### src/sv/fir11_filter_with_amplitude_macros.svh
// assertion macros shared by the fir11 rtl files
// expects clk and arst_n in the scope of the including module
`ifndef FIR11_FILTER_WITH_AMPLITUDE_MACROS_SVH
`define FIR11_FILTER_WITH_AMPLITUDE_MACROS_SVH

// condition must hold in the same cycle
`define FIR11_ASSERT_NOW(label, ante, cons, msg) \
	label: assert property (@(posedge clk) disable iff (!arst_n) (ante) |-> (cons)) \
		else $error(msg);

// condition must hold in the next cycle
`define FIR11_ASSERT_NEXT(label, ante, cons, msg) \
	label: assert property (@(posedge clk) disable iff (!arst_n) (ante) |=> (cons)) \
		else $error(msg);

`endif

### src/sv/fir11_pkg.sv
// shared constants and types of the fir11 filter
// no dependencies
package fir11_pkg;

	localparam int SAMPLE_BITS = 16;
	localparam int FRAC_BITS   = 15;
	localparam int COEF_BITS   = 16;
	// history taps that carry a nonzero coefficient (outer taps are zero)
	localparam int TAP_SPAN    = 9;
	localparam int TAP_PAIRS   = TAP_SPAN / 2;
	localparam int PRE_BITS    = SAMPLE_BITS + 1;
	localparam int PROD_BITS   = PRE_BITS + COEF_BITS;
	localparam int ACC_BITS    = PROD_BITS + 3;
	localparam int AMP_BITS    = SAMPLE_BITS - 1;
	localparam int QUEUE_DEPTH = 4;
	localparam int QPTR_BITS   = $clog2(QUEUE_DEPTH);
	localparam int QCNT_BITS   = $clog2(QUEUE_DEPTH + 1);

	// q1.15 side taps, pair k weights history k and TAP_SPAN-1-k
	localparam logic signed [COEF_BITS-1:0] TAP_SIDE [TAP_PAIRS] =
		'{-16'sd257, -16'sd1316, -16'sd3385, -16'sd5596};
	localparam logic signed [COEF_BITS-1:0] TAP_MID = 16'sd26230;

	typedef struct packed {
		logic signed [SAMPLE_BITS-1:0] y;
		logic                          last;
	} fir11_item_t;

	typedef struct packed {
		logic full;
		logic not_empty;
	} fir11_qstat_t;

endpackage

### src/sv/fir11_in_if.sv
// input sample channel of the fir11 filter
// depends on fir11_pkg
interface fir11_in_if import fir11_pkg::*; ();
	logic                          valid;
	logic                          ready;
	logic signed [SAMPLE_BITS-1:0] sample;
	logic                          last_sample;

	modport source (output valid, output sample, output last_sample, input ready);
	modport sink   (input valid, input sample, input last_sample, output ready);
endinterface

### src/sv/fir11_out_if.sv
// result channel of the fir11 filter
// depends on fir11_pkg
interface fir11_out_if import fir11_pkg::*; ();
	logic                          valid;
	logic                          ready;
	logic signed [SAMPLE_BITS-1:0] filtered;
	logic        [AMP_BITS-1:0]    amplitude;
	logic                          run_end;

	modport source (output valid, output filtered, output amplitude, output run_end,
		input ready);
	modport sink   (input valid, input filtered, input amplitude, input run_end,
		output ready);
endinterface

### src/sv/fir11_front.sv
// front end: delay line, symmetric pre-add, multiply, sum, round and saturate
// depends on fir11_pkg and fir11_in_if
module fir11_front import fir11_pkg::*; (
	input  logic          clk,
	input  logic          arst_n,
	fir11_in_if.sink      samples,
	input  fir11_qstat_t  qstat,
	output logic          push,
	output fir11_item_t   push_item
);

	localparam logic signed [ACC_BITS-1:0] ROUND_ADD = ACC_BITS'(1 << (FRAC_BITS - 1));
	localparam logic signed [ACC_BITS-1:0] SAT_HI    = ACC_BITS'((1 << (SAMPLE_BITS - 1)) - 1);
	localparam logic signed [ACC_BITS-1:0] SAT_LO    = ACC_BITS'(-(1 << (SAMPLE_BITS - 1)));

	logic signed [SAMPLE_BITS-1:0] hist_q [TAP_SPAN];
	logic                          adv;
	logic                          accept;

	logic                          v_s1, v_s2, v_s3;
	logic                          last_s1, last_s2, last_s3;
	logic signed [PRE_BITS-1:0]    pre_s1 [TAP_PAIRS];
	logic signed [PRE_BITS-1:0]    mid_s1;
	logic signed [PROD_BITS-1:0]   prod_s2 [TAP_PAIRS];
	logic signed [PROD_BITS-1:0]   mprod_s2;
	logic signed [ACC_BITS-1:0]    acc_s3;
	logic signed [ACC_BITS-1:0]    rounded;

	// whole pipe moves together, it only halts when the tail item cannot enter the queue
	assign adv           = !v_s3 || !qstat.full;
	assign samples.ready = adv;
	assign accept        = samples.valid && adv;

	always_ff @(posedge clk or negedge arst_n) begin
		if (!arst_n) begin
			for (int k = 0; k < TAP_SPAN; k++) begin
				hist_q[k] <= '0;
			end
		end else if (accept) begin
			hist_q[0] <= samples.sample;
			for (int k = 1; k < TAP_SPAN; k++) begin
				hist_q[k] <= hist_q[k-1];
			end
		end
	end

	always_ff @(posedge clk or negedge arst_n) begin
		if (!arst_n) begin
			v_s1 <= 1'b0;
			v_s2 <= 1'b0;
			v_s3 <= 1'b0;
		end else if (adv) begin
			v_s1 <= samples.valid;
			v_s2 <= v_s1;
			v_s3 <= v_s2;
		end
	end

	always_ff @(posedge clk) begin
		if (adv) begin
			// the current sample has a zero tap, only history feeds the sum
			for (int k = 0; k < TAP_PAIRS; k++) begin
				pre_s1[k] <= PRE_BITS'(hist_q[k]) + PRE_BITS'(hist_q[TAP_SPAN-1-k]);
			end
			mid_s1  <= PRE_BITS'(hist_q[TAP_PAIRS]);
			last_s1 <= samples.last_sample;

			for (int k = 0; k < TAP_PAIRS; k++) begin
				prod_s2[k] <= pre_s1[k] * TAP_SIDE[k];
			end
			mprod_s2 <= mid_s1 * TAP_MID;
			last_s2  <= last_s1;

			acc_s3 <= ACC_BITS'(prod_s2[0]) + ACC_BITS'(prod_s2[1])
				+ ACC_BITS'(prod_s2[2]) + ACC_BITS'(prod_s2[3]) + ACC_BITS'(mprod_s2);
			last_s3 <= last_s2;
		end
	end

	assign rounded = (acc_s3 + ROUND_ADD) >>> FRAC_BITS;

	always_comb begin
		if (rounded > SAT_HI) begin
			push_item.y = SAT_HI[SAMPLE_BITS-1:0];
		end else if (rounded < SAT_LO) begin
			push_item.y = SAT_LO[SAMPLE_BITS-1:0];
		end else begin
			push_item.y = rounded[SAMPLE_BITS-1:0];
		end
		push_item.last = last_s3;
	end

	assign push = v_s3 && !qstat.full;

endmodule

### src/sv/fir11_queue.sv
// short fifo between the filter front end and the run tracker
// depends on fir11_pkg and the assertion macros
`include "fir11_filter_with_amplitude_macros.svh"
module fir11_queue import fir11_pkg::*; (
	input  logic         clk,
	input  logic         arst_n,
	input  logic         push,
	input  fir11_item_t  push_item,
	input  logic         pop,
	output fir11_item_t  pop_item,
	output fir11_qstat_t qstat
);

	fir11_item_t          slot_q [QUEUE_DEPTH];
	logic [QPTR_BITS-1:0] wr_ptr_q;
	logic [QPTR_BITS-1:0] rd_ptr_q;
	logic [QCNT_BITS-1:0] count_q;

	always_ff @(posedge clk) begin
		if (push) begin
			slot_q[wr_ptr_q] <= push_item;
		end
	end

	// depth is a power of two, pointers wrap on their own
	always_ff @(posedge clk or negedge arst_n) begin
		if (!arst_n) begin
			wr_ptr_q <= '0;
			rd_ptr_q <= '0;
			count_q  <= '0;
		end else begin
			if (push) begin
				wr_ptr_q <= wr_ptr_q + 1'b1;
			end
			if (pop) begin
				rd_ptr_q <= rd_ptr_q + 1'b1;
			end
			if (push && !pop) begin
				count_q <= count_q + 1'b1;
			end else if (pop && !push) begin
				count_q <= count_q - 1'b1;
			end
		end
	end

	assign pop_item        = slot_q[rd_ptr_q];
	assign qstat.full      = (count_q == QCNT_BITS'(QUEUE_DEPTH));
	assign qstat.not_empty = (count_q != '0);

	`FIR11_ASSERT_NOW(a_no_push_full, push, count_q != QCNT_BITS'(QUEUE_DEPTH), "push into full queue")
	`FIR11_ASSERT_NOW(a_no_pop_empty, pop, count_q != '0, "pop from empty queue")
	`FIR11_ASSERT_NEXT(a_count_up, push && !pop, count_q == $past(count_q) + 1'b1, "fill count lost a push")
	`FIR11_ASSERT_NOW(a_count_bound, 1'b1, count_q <= QCNT_BITS'(QUEUE_DEPTH), "fill count overrun")

endmodule

### src/sv/fir11_back.sv
// back end: run min/max tracking, half peak-to-peak and result register
// depends on fir11_pkg, fir11_out_if and the assertion macros
`include "fir11_filter_with_amplitude_macros.svh"
module fir11_back import fir11_pkg::*; (
	input  logic         clk,
	input  logic         arst_n,
	input  fir11_qstat_t qstat,
	input  fir11_item_t  pop_item,
	output logic         pop,
	fir11_out_if.source  results
);

	logic signed [SAMPLE_BITS-1:0] min_q, max_q;
	logic                          fresh_q;
	logic                          ovalid_q;
	logic signed [SAMPLE_BITS-1:0] filt_q;
	logic        [AMP_BITS-1:0]    amp_q;
	logic                          end_q;

	logic signed [SAMPLE_BITS-1:0] nmin, nmax;
	logic        [SAMPLE_BITS:0]   spread;

	assign pop = qstat.not_empty && (!ovalid_q || results.ready);

	always_comb begin
		if (fresh_q || pop_item.y < min_q) begin
			nmin = pop_item.y;
		end else begin
			nmin = min_q;
		end
		if (fresh_q || pop_item.y > max_q) begin
			nmax = pop_item.y;
		end else begin
			nmax = max_q;
		end
		spread = (SAMPLE_BITS+1)'(nmax) - (SAMPLE_BITS+1)'(nmin);
	end

	always_ff @(posedge clk or negedge arst_n) begin
		if (!arst_n) begin
			min_q    <= '0;
			max_q    <= '0;
			fresh_q  <= 1'b1;
			ovalid_q <= 1'b0;
		end else if (pop) begin
			min_q    <= nmin;
			max_q    <= nmax;
			fresh_q  <= pop_item.last;
			ovalid_q <= 1'b1;
		end else if (results.ready) begin
			ovalid_q <= 1'b0;
		end
	end

	always_ff @(posedge clk) begin
		if (pop) begin
			filt_q <= pop_item.y;
			amp_q  <= spread[SAMPLE_BITS-1:1];
			end_q  <= pop_item.last;
		end
	end

	assign results.valid     = ovalid_q;
	assign results.filtered  = filt_q;
	assign results.amplitude = amp_q;
	assign results.run_end   = end_q;

	`FIR11_ASSERT_NOW(a_min_le_max, !fresh_q, min_q <= max_q, "run min above run max")
	`FIR11_ASSERT_NEXT(a_fresh_follows_last, pop && pop_item.last, fresh_q, "run did not restart after last")

endmodule

### src/sv/fir11_filter_with_amplitude.sv
// top level of the 11-tap symmetric fir filter with run amplitude
// depends on fir11_pkg, fir11_in_if, fir11_out_if, fir11_front, fir11_queue, fir11_back
//
// filters a stream of signed q1.15 samples with a fixed 11-tap symmetric fir
// (taps 0, -257, -1316, -3385, -5596, 26230, mirrored), rounds the sum, shifts
// it right by 15 and saturates it to 16 bits; each result also carries half the
// peak-to-peak spread of the filtered values of the current run, and run_end,
// which copies the last_sample mark of the request; the run restarts after a
// marked request while the delay line keeps running; history before the first
// sample reads as zero; one request is taken every clock as long as results are
// taken, and the input only stalls once the four-entry queue has filled behind a
// stalled result side; a result passes the three-stage pre-add, multiply and sum
// pipe, whose first stage loads on the edge that takes its request, then the
// queue write and the result register
module fir11_filter_with_amplitude import fir11_pkg::*; (
	input  logic        clk,
	input  logic        arst_n,
	fir11_in_if.sink    samples,
	fir11_out_if.source results
);

	// queue handshake between front and back
	logic         push;
	logic         pop;
	fir11_item_t  push_item;
	fir11_item_t  pop_item;
	fir11_qstat_t qstat;

	// front: delay line and multiply-accumulate pipe, stalls only when the queue is full
	fir11_front u_front (
		.clk       (clk),
		.arst_n    (arst_n),
		.samples   (samples),
		.qstat     (qstat),
		.push      (push),
		.push_item (push_item)
	);

	// short fifo so the result side can stall without freezing the filter at once
	fir11_queue u_queue (
		.clk       (clk),
		.arst_n    (arst_n),
		.push      (push),
		.push_item (push_item),
		.pop       (pop),
		.pop_item  (pop_item),
		.qstat     (qstat)
	);

	// back: run min/max tracking and the result register
	fir11_back u_back (
		.clk      (clk),
		.arst_n   (arst_n),
		.qstat    (qstat),
		.pop_item (pop_item),
		.pop      (pop),
		.results  (results)
	);

endmodule

### src/flat_wrapper.sv
// flat-port wrapper written by rule: the top's interface ports become plain ports
module fir11_filter_with_amplitude_flat import fir11_pkg::*;
  (clk, arst_n, samples_valid, samples_sample, samples_last_sample, samples_ready, results_valid, results_filtered, results_amplitude, results_run_end, results_ready);
  fir11_in_if samples_i ();
  fir11_out_if results_i ();
  input  logic clk;
  input  logic arst_n;
  input wire logic [$bits(samples_i.valid)-1:0] samples_valid;
  input wire logic [$bits(samples_i.sample)-1:0] samples_sample;
  input wire logic [$bits(samples_i.last_sample)-1:0] samples_last_sample;
  output wire logic [$bits(samples_i.ready)-1:0] samples_ready;
  output wire logic [$bits(results_i.valid)-1:0] results_valid;
  output wire logic [$bits(results_i.filtered)-1:0] results_filtered;
  output wire logic [$bits(results_i.amplitude)-1:0] results_amplitude;
  output wire logic [$bits(results_i.run_end)-1:0] results_run_end;
  input wire logic [$bits(results_i.ready)-1:0] results_ready;
  assign samples_i.valid = samples_valid;
  assign samples_i.sample = samples_sample;
  assign samples_i.last_sample = samples_last_sample;
  assign samples_ready = samples_i.ready;
  assign results_valid = results_i.valid;
  assign results_filtered = results_i.filtered;
  assign results_amplitude = results_i.amplitude;
  assign results_run_end = results_i.run_end;
  assign results_i.ready = results_ready;
  fir11_filter_with_amplitude u_core (.clk(clk), .arst_n(arst_n), .samples(samples_i), .results(results_i));
endmodule
### config.mk
export PLATFORM = sky130hd
export DESIGN_NAME = fir11_filter_with_amplitude_flat
export DESIGN_NICKNAME = d
export VERILOG_FILES = /design/src/sv/fir11_pkg.sv /design/src/sv/fir11_in_if.sv /design/src/sv/fir11_out_if.sv /design/src/sv/fir11_front.sv /design/src/sv/fir11_queue.sv /design/src/sv/fir11_back.sv /design/src/sv/fir11_filter_with_amplitude.sv /design/src/flat_wrapper.sv
export VERILOG_INCLUDE_DIRS = /design/src /design/src/sv
export SDC_FILE = /design/constraint.sdc
export NUM_CORES = 2
export LEC_CHECK = 0
export ABC_CLOCK_PERIOD_IN_PS = 11650
export BUFFER_PORTS_ARGS = -buffer_cell sky130_fd_sc_hd__buf_2
export CAP_MARGIN = 25
export CELL_PAD_IN_SITES_DETAIL_PLACEMENT = 0
export CELL_PAD_IN_SITES_GLOBAL_PLACEMENT = 1
export CORE_ASPECT_RATIO = 0.5
export CORE_MARGIN = 10
export CORE_UTILIZATION = 45
export DETAILED_ROUTE_END_ITERATION = 12
export PLACE_DENSITY_LB_ADDON = 0.25
export SKIP_CTS_REPAIR_TIMING = 1
export SYNTH_ARGS = -nofsm -noshare
export SYNTH_HDL_FRONTEND = slang
export SYNTH_SLANG_ARGS = --single-unit
### constraint.sdc
create_clock -name clk -period 11.65 [get_ports clk]
set_clock_uncertainty 0.2 [all_clocks]
set_input_delay 0.5825 -clock clk [delete_from_list [all_inputs] [get_ports clk]]
set_output_delay 0.5825 -clock clk [all_outputs]
set_load 0.02 [all_outputs]
# Word level (Yosys, flattened, before mapping)
# Memories as Yosys holds them, arrays and structs flattened.
# Cells that the tools add are included.
# Widths: inputs -> output; s select.
# word_totals
reg_bits	306
latch_bits	0
ram_bits	268
romBits	0
inputBits	21
out_inout_bits	34
elab_cells	84
memories	3
# mem_list
name	depth	width	rd	rd_ports_with_merged_regs	wr	line	source
u_core.u_front.prod_s2	4	33	4	0	4	fir11_front.sv:24	logic signed [PROD_BITS-1:0] prod_s2 [TAP_PAIRS];
u_core.u_front.pre_s1	4	17	4	0	4	fir11_front.sv:22	logic signed [PRE_BITS-1:0] pre_s1 [TAP_PAIRS];
u_core.u_queue.slot_q	4	17	1	0	1	fir11_queue.sv:14	fir11_item_t slot_q [QUEUE_DEPTH];
# op_classes
addsub	14
mul	5
n_div	0
order_cmp	4
n_eq_ne	1
n_shift	0
n_mux	12
bitwise	0
reduce_logical	17
# ops
op	n
$add 16x16->17	4
$mux 16	4
$mul 17x10->27 const B	2
$add 35x33->36	1
$add 36x16->36 const B	1
$add 36x32->36	1
$add 34x33->35	1
$add 33x33->34	1
$mul 16x15->31 const B	1
$mul 17x13->30 const B	1
$mul 17x12->29 const B	1
$gt 21x16->1 const B	1
$lt 21x16->1 const B	1
$gt 16x16->1	1
$lt 16x16->1	1
$sub 16x16->16	1
$mux 1	6
$mux 3	2
$logic_and 1x1->1	5
$logic_not 1->1	5
$add 2x1->2 const B	2
$logic_or 1x1->1	4
$reduce_bool 2->1	2
$add 3x1->3 const B	1
other kinds (3)	3

# Depth between registers and ports, before layout
# depth
word_depth	7
mapped_depth	24
ltp_nobuf	22

# By module
# From an unflattened synthesis, not the netlist that was laid out.
# unflattened
hier_cells	4223
area_unflattened_um2	48102.4
# by_module_without_submodules
module	instances	cells_each	area_each_um2	seq_area_each_um2
fir11_front	1	3674	41053.1	11275.8
fir11_back	1	426	4157.7	1813.0
fir11_queue	1	123	2891.5	2217.1

# Least setup slack after synthesis
# Ideal clock, no wire load.
# synth_timing
path_type	reg-to-reg
startpoint	register u_core.u_queue.count_q[0]
endpoint	register u_core.u_front.hist_q[100] (netlist bit)
setup_time_ns	0.125
arrival_time_ns	9.736
required_time_ns	11.325
path_slack_ns	1.589
path_stages_with_launch	7
path_buffers	2
period_less_slack_ns	10.061
path_cell_list	dfrtp_1 -> nor2_1 -> nand3_1 -> nand2_1 -> clkbuf_1 -> clkbuf_1 -> mux2_2
# synth_between
elab_chain_cells	4
# synth_lines
element	line	source
start: declaration	fir11_queue.sv:17	logic [QCNT_BITS-1:0] count_q;
start signal: assignment	fir11_queue.sv:39	count_q <= count_q + 1'b1;
start signal: assignment	fir11_queue.sv:41	count_q <= count_q - 1'b1;
$eq 3x3->1	fir11_queue.sv:47	assign qstat.full = (count_q == QCNT_BITS'(QUEUE_DEPTH));
$logic_not 1->1	fir11_front.sv:30	assign adv = !v_s3 || !qstat.full;
$logic_or 1x1->1	fir11_front.sv:30	
via samples_ready	flat_wrapper.sv:11	output wire logic [$bits(samples_i.ready)-1:0] samples_ready;
$logic_and 1x1->1	fir11_front.sv:32	assign accept = samples.valid && adv;
end signal: indexed assignment	fir11_front.sv:42	hist_q[k] <= hist_q[k-1];
end: declaration	fir11_front.sv:16	logic signed [SAMPLE_BITS-1:0] hist_q [TAP_SPAN];
# The timed path passes the listed nets, and every way through them passes these cells.
# A chain may end at the register's enable or synchronous reset.

==> reports/summary.txt <==
Slew headroom: 0.295
H-tree depth: 2
Setup TNS: 0 ps
CP max-delay cell: dfrtp_1
Worst EP arrival: 7130 ps
Core Area: 103000 um2
final setup violation count: 0
total CTS buffers: 53
fillers: 9208
CP startpoint kind: register
IO Pins: 55
final worst path period share: 0.586
drt via density: 5.08
Worst EP required: 11940 ps
RR Startpoint: u_core.u_queue.rd_ptr_q[1]
Worst Hold Class: in -> reg
syn_nets: 5271
Layout area overhead: 9.00%
CP Cell Sequence: mux4_2 > ha_1 > nand4_1 > a211oi_1 > o32a_1 > mux2i_1 > nand2_1 > mux2_2 > ha_1 > nor2b_1 > o21ai_1 > a21boi_0 > o21ai_0 > a21boi_1 > o21ai_0 > a21boi_0 > o21ai_0 > a21oi_1 > or4_1 > nand4_1
post-synthesis cell area: 47200 um2
Warnings, synthesis: 0
Layout Nets: 5370
DRT iter0 DRCs: 1756
total global routing track utilization: 0.181
post-synth top area share: 0.225
CTS Sinks: 541
Synth area leader: edfxtp_1
first-pass GRT wire length: 172000 um
Worst-Skew Late Latency: 700 ps
DIE HEIGHT: 249 um
count of state elements after synthesis: 541
Mapped Cells: 4112
final hold vios: 0
Most common cell on crit path: o21ai_0
largest net degree at the start of global routing: 140
prevailing post-synth register cell: edfxtp_1
Via Count: 28700
largest stage delay on the critical path: 860 ps
most area-consuming cells after synthesis: edfxtp_1 22%, fa_1 21%, ha_1 17%, dfrtp_1 9.9%, inv_1 6.7%
Worst-Margin Slew: 1060 ps
Netlist cell types: 78
HP Start: results_ready
Cells on Worst Hold Path: 4
crit path buf inv count: 0
Reg clk slew, reported paths: 70 ps
remaining global-route overflow: 0
routed wire length: 107000 um
worst reg-to-reg path cell count: 20
starting density of the core: 0.456
Bufs on Longest Clock Path: 3
Die X: 478 um
Top delay family on crit path: compound AO/OA/AOI/OAI gates
outcome: finished clean
Max-Cap Viols: 0
initial antenna violation count: 12
reg2reg end: u_core.u_back.results.amplitude[13]
RSZ-0062 raised after global routing: false
Setup CP Type: reg -> reg
Slew Viols, Final: 0
Clock Root Buffer: clkbuf_16
post-DR wirelength/cell: 19.0 um
number of port buffers: 54
Crit. End Element: register
number of nets with antenna violations after routing: 0
DRC errors left: 0
GPL Wtd Cong: 0.895
drt pass-1 iters: 5
Tmin final: 6830 ps
Final HPWL DP: 87800 um
sequential share of the synthesized area: 0.325
layout cells sized above 1: 0.0865
ys async rst share: 0.348
standard-cell rows: 83
flop-to-flop setup slack: 4820 ps
crit-path max FO: 18
total die area: 119000 um2
vias in the first global route: 30200
Post-synth EDFFs: 353
Hold EP: u_core.u_back.results.valid
Max Fclk: 146 MHz
CTS tree: built
Mapped Avg Cell Area: 11.5 um2
[kinds of logic (layout without fill, tap and decap cells)]
group                      count (synthesis)  after routing  share of synthesized area
and+or+nand+nor                          533            533                     0.0534
xor gates and xnor gates                 260            260                     0.0483
buffers and inverters                    885           1029                     0.0706
other                                      0              1                          0
adders and majority gates               1139           1139                      0.379
muxes                                    184            184                     0.0478
AOI/OAI and AO/OA                        570            570                     0.0762
DFF                                      541            541                      0.325
[cell usage after synthesis, types with 11 or more instances]
| cell type | n |
|---|---|
| o21bai_1 | 23 |
| a211oi_1 | 11 |
| nor2b_1 | 23 |
| nor3_1 | 39 |
| or3_1 | 11 |
| nand2b_1 | 30 |
| a31oi_1 | 19 |
| o21ai_0 | 136 |
| xor2_1 | 82 |
| and2_1 | 12 |
| mux2_2 | 158 |
| o21a_1 | 27 |
| nand2_1 | 146 |
| a21oi_1 | 166 |
| a21o_1 | 60 |
| mux4_2 | 17 |
| xnor2_1 | 178 |
| nand3_1 | 41 |
| or2_2 | 13 |
| ha_1 | 654 |
| nand4_1 | 16 |
| inv_1 | 840 |
| o21ai_1 | 13 |
| edfxtp_1 | 353 |
| and3_1 | 15 |
| a21boi_0 | 17 |
| clkbuf_1 | 35 |
| fa_1 | 484 |
| nor2_1 | 159 |
| dfrtp_1 | 187 |
[layer usage]
layer | vias to the layer above | track usage | part of all wire
met5 | - | 0 | 0
met4 | 0 | 0.0253 | 0.011
met3 | 84 | 0.0327 | 0.054
met2 | 467 | 0.277 | 0.43
met1 | 14300 | 0.272 | 0.50
li1 | 13900 | - | -
[worst max-delay path by stage]
stage	slack (ps)	to	start	cells after the start
6_report	4820	u_core.u_back.results.amplitude[13]	u_core.u_queue.rd_ptr_q[1]	20
2_1_floorplan	1590	u_core.u_front.hist_q[100]	u_core.u_queue.count_q[0]	6
3_5_place_dp	4750	u_core.u_back.results.amplitude[13]	u_core.u_queue.rd_ptr_q[1]	20
4_1_cts	4670	u_core.u_back.results.amplitude[13]	u_core.u_queue.rd_ptr_q[1]	20
5_1_grt	4240	u_core.u_back.results.amplitude[13]	u_core.u_queue.rd_ptr_q[1]	21
3_3_place_gp	4890	u_core.u_back.results.amplitude[13]	u_core.u_queue.rd_ptr_q[1]	20
[placed cells by master, fill, tap and decap left out, drive strengths merged, types with 18 or more instances in the layout]
master       count
xnor2          178
mux2           158
buf             69
a21o            60
nor3            41
inv            845
o21bai          23
nand2          147
a31oi           19
o21a            27
a21boi          26
fa             484
ha             654
clkbuf          69
edfxtp         353
dfrtp          187
nand3           41
nand2b          30
a21oi          166
o21ai          150
dlygate4sd3     18
nor2           160
xor2            82
nor2b           23
[sequential cells by signal, indices dropped and copies added (netlist names)]
signal	cells
u_core.u_queue.slot_q	68
u_core.u_front.v_s2	1
u_core.u_back.results.run_end	1
u_core.u_front.acc_s3	22
u_core.u_back.results.amplitude	15
u_core.u_front.v_s1	1
u_core.u_queue.rd_ptr_q	2
u_core.u_back.results.filtered	16
u_core.u_front.hist_q	144
u_core.u_front.prod_s2	113
u_core.u_front.last_s2	1
u_core.u_front.v_s3	1
u_core.u_queue.count_q	3
u_core.u_back.results.valid	1
u_core.u_front.mprod_s2	31
u_core.u_queue.wr_ptr_q	2
u_core.u_back.fresh_q	1
u_core.u_front.last_s1	1
u_core.u_back.min_q	16
u_core.u_front.last_s3	1
u_core.u_back.max_q	16
u_core.u_front.pre_s1	68
u_core.u_front.mid_s1	16
[metrics by stage]
| step | cell area (um2) | cells | worst slack [ps] | utilization | hold slack [ps] |
|---|---|---|---|---|---|
| 3_3_place_gp | 49200 | 5538 | 4890 | 0.476 | 207 |
| 5_1_grt | 51400 | 5658 | 4240 | 0.497 | 7.07 |
| 3_5_place_dp | 49200 | 5538 | 4750 | 0.476 | 222 |
| 2_1_floorplan | 47200 | 4112 | 1590 | - | 86.9 |
| 4_1_cts | 51200 | 5638 | 4670 | 0.495 | -326 |
| 6_report | 51400 | 5659 | 4820 | 0.498 | 13.8 |
[worst min-delay path: stages]
cell	delay [ps]
buf_2	80
inv_1	50
nand2_1	60
nand2_1	40
[layout make-up]
| cell class | count | area, um2 | share of cell area |
|---|---|---|---|
| clock buffers | 68 | 1480 | 0.0287 |
| inverters | 841 | 3160 | 0.0614 |
| clock inverters | 32 | 533 | 0.0104 |
| flip-flops and latches | 541 | 15300 | 0.298 |
| repair buffers | 88 | 632 | 0.0123 |
| well taps | 1402 | 1750 | 0.0341 |
| multi-input cells | 2686 | 28500 | 0.555 |
| diodes | 1 | 2.50 | 0.0000487 |
Power is not shown: default switching activity piles up to over one toggle a cycle in this logic, so the estimate is an artifact.
